**config.mk**
```make
export PLATFORM = sky130hd
export DESIGN_NAME = hsit_sqrt
export DESIGN_NICKNAME = d
export VERILOG_FILES = /design/src/rtl/hsit_pkg.sv /design/src/rtl/hsit_sqrt.sv
export SDC_FILE = /design/constraint.sdc
export NUM_CORES = 2
export LEC_CHECK = 0
export BUFFER_PORTS_ARGS = -buffer_cell sky130_fd_sc_hd__buf_2
export CORE_MARGIN = 10
export CORE_UTILIZATION = 35
export DETAILED_ROUTE_END_ITERATION = 6
export GPL_ROUTABILITY_DRIVEN = 0
export SLEW_MARGIN = 20
export SYNTH_ARGS = -nofsm -noshare
export SYNTH_HDL_FRONTEND = slang
export SYNTH_SLANG_ARGS = --single-unit
```
**constraint.sdc**
```tcl
create_clock -name i_clk -period 6.1 [get_ports i_clk]
set_input_delay 1.22 -clock i_clk [delete_from_list [all_inputs] [get_ports i_clk]]
set_output_delay 1.22 -clock i_clk [all_outputs]
set_load 0.03 [all_outputs]
```
**src/rtl/hsit_pkg.sv**
```systemverilog
// Shared constants and types for the homography symmetric inlier test.
`timescale 1ns / 1ps

package hsit_pkg;

    localparam int COEF_WIDTH   = 48;
    localparam int COORD_WIDTH  = 24;

    localparam int SLOT_COUNT   = 18;
    localparam int SLOT_W       = 5;
    localparam int MATRIX_SLOTS = 9;
    localparam int PAIR_W       = 16;

    localparam int ERR_W = 24;
    localparam logic [ERR_W-1:0] ERR_MAX         = '1;
    localparam logic [ERR_W-1:0] THRESHOLD_RESET = 24'd768;

    // projected coordinates clamp at 2^CLAMP_EXP (Q16.8 units)
    localparam int CLAMP_EXP = 33;
    localparam int QUOT_BITS = CLAMP_EXP + 1;

    // sum of two squared distances below 2^(2*ERR_W+1)
    localparam int SUMSQ_W   = 2 * ERR_W + 1;
    localparam int ROOT_BITS = ERR_W + 1;

    localparam int DIV_LAT   = QUOT_BITS + 1;
    localparam int FRONT_LAT = 4;
    localparam int BACK_LAT  = 4;
    localparam int LANE_LAT  = FRONT_LAT + DIV_LAT + BACK_LAT + ROOT_BITS + 1;

    typedef enum logic {
        CMD_LOAD = 1'b0,
        CMD_TEST = 1'b1
    } t_cmd;

    typedef struct packed {
        logic             degenerate;
        logic [ERR_W-1:0] distance;
    } t_lane_result;

endpackage

```
**src/rtl/hsit_sqrt.sv**
```systemverilog
// Pipelined integer square root, one root bit per stage, floor result.
`timescale 1ns / 1ps

module hsit_sqrt (
    input  logic                              i_clk,
    input  logic                              i_en,
    input  logic [hsit_pkg::SUMSQ_W-1:0]      i_val,
    output logic [hsit_pkg::ROOT_BITS-1:0]    o_root
);

    localparam int RB = hsit_pkg::ROOT_BITS;
    localparam int VW = hsit_pkg::SUMSQ_W;
    localparam int TW = 2 * RB + 1;

    logic [VW-1:0] r_rem  [RB];
    logic [RB-1:0] r_root [RB];

    for (genvar s = 0; s < RB; s++) begin : g_stage
        localparam int BIT = RB - 1 - s;
        logic [VW-1:0] w_rem_in;
        logic [RB-1:0] w_root_in;
        logic [TW-1:0] w_trial;
        logic          w_take;

        if (s == 0) begin : g_first
            assign w_rem_in  = i_val;
            assign w_root_in = '0;
        end else begin : g_next
            assign w_rem_in  = r_rem[s-1];
            assign w_root_in = r_root[s-1];
        end

        // (r + 2^k)^2 - r^2 = r*2^(k+1) + 2^(2k)
        assign w_trial = (TW'(w_root_in) << (BIT + 1)) + (TW'(1) << (2 * BIT));
        assign w_take  = (TW'(w_rem_in) >= w_trial);

        always_ff @(posedge i_clk) begin
            if (i_en) begin
                r_root[s] <= w_root_in | (w_take ? (RB'(1) << BIT) : '0);
                r_rem[s]  <= w_take ? VW'(TW'(w_rem_in) - w_trial) : w_rem_in;
            end
        end
    end

    assign o_root = r_root[RB-1];

endmodule

```
==> summary.md <==
- **outcome** finished clean
- **initial antenna violation count** 2
- **via total after detailed routing** 43066
- **initial core utilization** 0.3515
- **number of instances resized during post-cts repair** 0
- **area enclosed by the die boundary** 0.2212 mm²
- **largest voltage drop on the vdd net** 0.2725 mV
- **wire length of the first global-routing pass** 233.4 mm
- **number of nets at the end of the flow** 6138
- **netlist area before placement** 0.07098 mm²
- **number of primary I/O pins** 76
- **Buf+Inv Stages, Crit Path** 1
- **Worst Skew** 53.67 ps
- **leakage component of the power** 0.02953 µW
- **Primary FF master, synth** sky130_fd_sc_hd__edfxtp_1
- **Post-Place Cell Area** 0.07489 mm²
- **number of buffers between clock root and the deepest sink** 3
- **mean routed wirelength per cell** 17.27 µm
- **type of the worst min-delay path** reg2reg
- **measured slew at the worst slew-check pin** 1209 ps
- **fraction of final layout cells with drive strength greater than 1** 0.07229
- **insertion delay of the later-clocked pin in the worst-skew pair** 810 ps
- **Detail Placement HPWL** 109.6 mm
- **endpoints failing hold** 0
- **largest incremental delay on the critical path** 560 ps
- **total setup violations reported at the end of the flow** 0
- **H-tree depth** 4
- **multi-input combinational cell area** 0.02402 mm²
- **First DRT Iteration DRCs** 2879
- **most common cell after layout, fill and taps aside** sky130_fd_sc_hd__edfxtp_1
- **post-synth net total** 5956
- **final worst-path cycle share** 0.6960
- **unrepaired setup endpoints after global routing** false
- **Max Slew Vio Count** 0
- **max-capacitance violation count** 0
- **top achievable clock speed** 0.2355 GHz
- **Num Clock Sinks** 1501
- **Crit path arrival time** 4740 ps
- **vias per cell** 5.043
- **clock root buffer** sky130_fd_sc_hd__clkbuf_16
- **Crit Path Category** reg2reg
- **count of state elements after synthesis** 1501
- **leading cell types by total area after synthesis** sky130_fd_sc_hd__edfxtp_1, sky130_fd_sc_hd__ha_1, sky130_fd_sc_hd__xor2_1, sky130_fd_sc_hd__xnor2_1, sky130_fd_sc_hd__inv_1
- **TritonCTS clock tree** yes
- **area of the core** 0.2019 mm²
- **share of the synthesized area in the top cell type** 0.6351
- **drc violations** 0
- **via count of the first global-routing pass** 43843
- **width of the die** 470.3 µm
- **pin count of the biggest net entering global routing** 175
- **num rows** 165
- **post-CTS repair timing setup buffer count** 0
- **cell count after synthesis** 5558
- **crit start category** flop
- **asr flop ratio synth** 0
- **Port Buf Inserts** 75
- **top library cells by usage in the layout, fill and taps aside** sky130_fd_sc_hd__edfxtp_1, sky130_fd_sc_hd__inv_1, sky130_fd_sc_hd__nand2_1, sky130_fd_sc_hd__ha_1, sky130_fd_sc_hd__o21ai_0
- **total negative slack for setup checks** 0 ps
- **fill cell total of the finished layout** 18584
- **Sequential cell area** 0.04507 mm²
- **DRT Pass-1 Iters** 6
- **average footprint of a synthesized cell** 12.77 µm²
- **remaining global-route overflow** 0
- **min cycle time layout** 4246 ps
- **chip height** 470.3 µm
- **number of nets with antenna violations after routing** 0
- **critical path required time** 6600 ps
- **post-route cell area** 0.07990 mm²
- **Post-Route WL** 147.5 mm
- **number of clock buffers inserted by TritonCTS** 153
- **clock-pin transition on the worst setup and hold timing paths** 60 ps
- **cell-by-cell listing of the critical path** or4_4 > or4_1 > or4_1 > or3_1 > a2111oi_4 > buf_4 > or3_1 > or3_1 > nor2_1 > xor2_1
- **Hold-fix buffers, CTS** 0
- **post-synthesis sequential area ratio** 0.6351
- **PD cells** 357.7 mW/mm²
- **number of synthesis warnings** 0
- **most frequent cell on the critical path** sky130_fd_sc_hd__or3_1
- **Unique masters post-synth** 80
- **largest delay contributor family on the critical path** simple AND/OR/NAND/NOR gates
- **maximum fanout along the worst path** 44
- **crit end category** flop
- **leading area contributor after synthesis** sky130_fd_sc_hd__edfxtp_1
- **CP max-delay cell** sky130_fd_sc_hd__or4_4
- **overall global routing resource usage** 0.1298
- **post-layout total power** 28580 µW
- **area delta synth->final** 12.57%
- **number of enable-type register cells in the synthesized netlist** 1501
- **reg-to-reg setup timing slack** 1850 ps
- **worst-case headroom to the max-slew limit** 0.1865
[cells in the mapped netlist, drive strengths merged, types with 7 or more instances]
library cell	number
nand2	407
mux2i	11
a31o	7
a31oi	28
nor4b	26
o31ai	37
a211oi	25
xor2	267
o21bai	16
and2	18
o21ai	317
a21boi	11
o211ai	26
a41oi	7
a21oi	310
xnor2	230
nand4b	15
o31a	9
and4	15
nor3	171
inv	423
a211o	9
or3	66
nand3	82
nand4	82
nand3b	10
nor2	273
and3b	7
o41ai	7
a2111oi	15
mux2	34
nor2b	45
o21a	55
nand2b	67
or4	50
and3	23
nor4	190
clkbuf	93
or2	24
a21o	113
edfxtp	1501
ha	346
[worst reg2reg max path, cell delays in order, from the launching register on]
cell and delay [ps]:
sky130_fd_sc_hd__edfxtp_1 440, sky130_fd_sc_hd__or4_4 560, sky130_fd_sc_hd__or4_1 530, sky130_fd_sc_hd__or4_1 550
sky130_fd_sc_hd__or3_1 450, sky130_fd_sc_hd__a2111oi_4 310, sky130_fd_sc_hd__buf_4 430, sky130_fd_sc_hd__or3_1 200
sky130_fd_sc_hd__or3_1 260, sky130_fd_sc_hd__nor2_1 80, sky130_fd_sc_hd__xor2_1 140
[per-stage QoR]
step	instances	hold WS [ps]	utilization	worst slack, ps
floorplan	5558	416.6	-	2452
global placement	8257	424.2	0.3709	1850
detailed placement	8257	428.7	0.3709	1896
CTS	8537	421.2	0.3957	1872
global route	8539	436.3	0.3957	1671
finish	8539	425.2	0.3957	1854
[routing by layer]
layer	global-route usage	wire [µm]	vias up
li1	-	-	21235
met1	0.1320	55090	20542
met2	0.2554	80870	949
met3	0.02017	4855	340
met4	0.06173	6661	0
met5	0	0	-
[worst paths after layout]
kind,startpoint,to,depth (start not counted)
min reg2reg,r_rem[2][153]$_DFFE_PP_,r_rem[2][202]$_DFFE_PP_,0
max,r_rem[2][132]$_DFFE_PP_,r_rem[2][195]$_DFFE_PP_,10
max reg2reg,r_rem[2][132]$_DFFE_PP_,r_rem[2][195]$_DFFE_PP_,10
min,r_rem[2][153]$_DFFE_PP_,r_rem[2][202]$_DFFE_PP_,0
[where the power goes]
part / switching [µW] / internal, µW / total, µW
clock network: 4000 / 5160 / 9160
logic: 3120 / 2260 / 5380
registers: 947 / 13100 / 14000
[registers in the layout, indices dropped and copies added, names as in the netlist]
register / cells
r_rem: 1176
r_root: 325
[cell families (layout without fill, tap and decap cells)]
logic type	count (synthesis)	after routing	share of synthesized area
buffers and inverters	520	827	0.02752
adders and majority gates	347	347	0.06128
xor gates and xnor gates	497	497	0.06133
DFF	1501	1501	0.6351
and+or+nand+nor	1594	1594	0.1163
AOI/OAI and AO/OA	1053	1053	0.09148
muxes	45	45	0.006946
other	1	3	0.00005284
[area by class of cell]
cell class | instances | area share
Tap cell | 2672 | 0.04184
Clock inverter | 90 | 0.01286
Antenna cell | 2 | 0.00006264
Inverter | 423 | 0.01987
Clock buffer | 190 | 0.04966
Sequential cell | 1501 | 0.5641
Timing Repair Buffer | 124 | 0.01090
Multi-Input combinational cell | 3537 | 0.3007
Power figures use the tool's default switching activity.
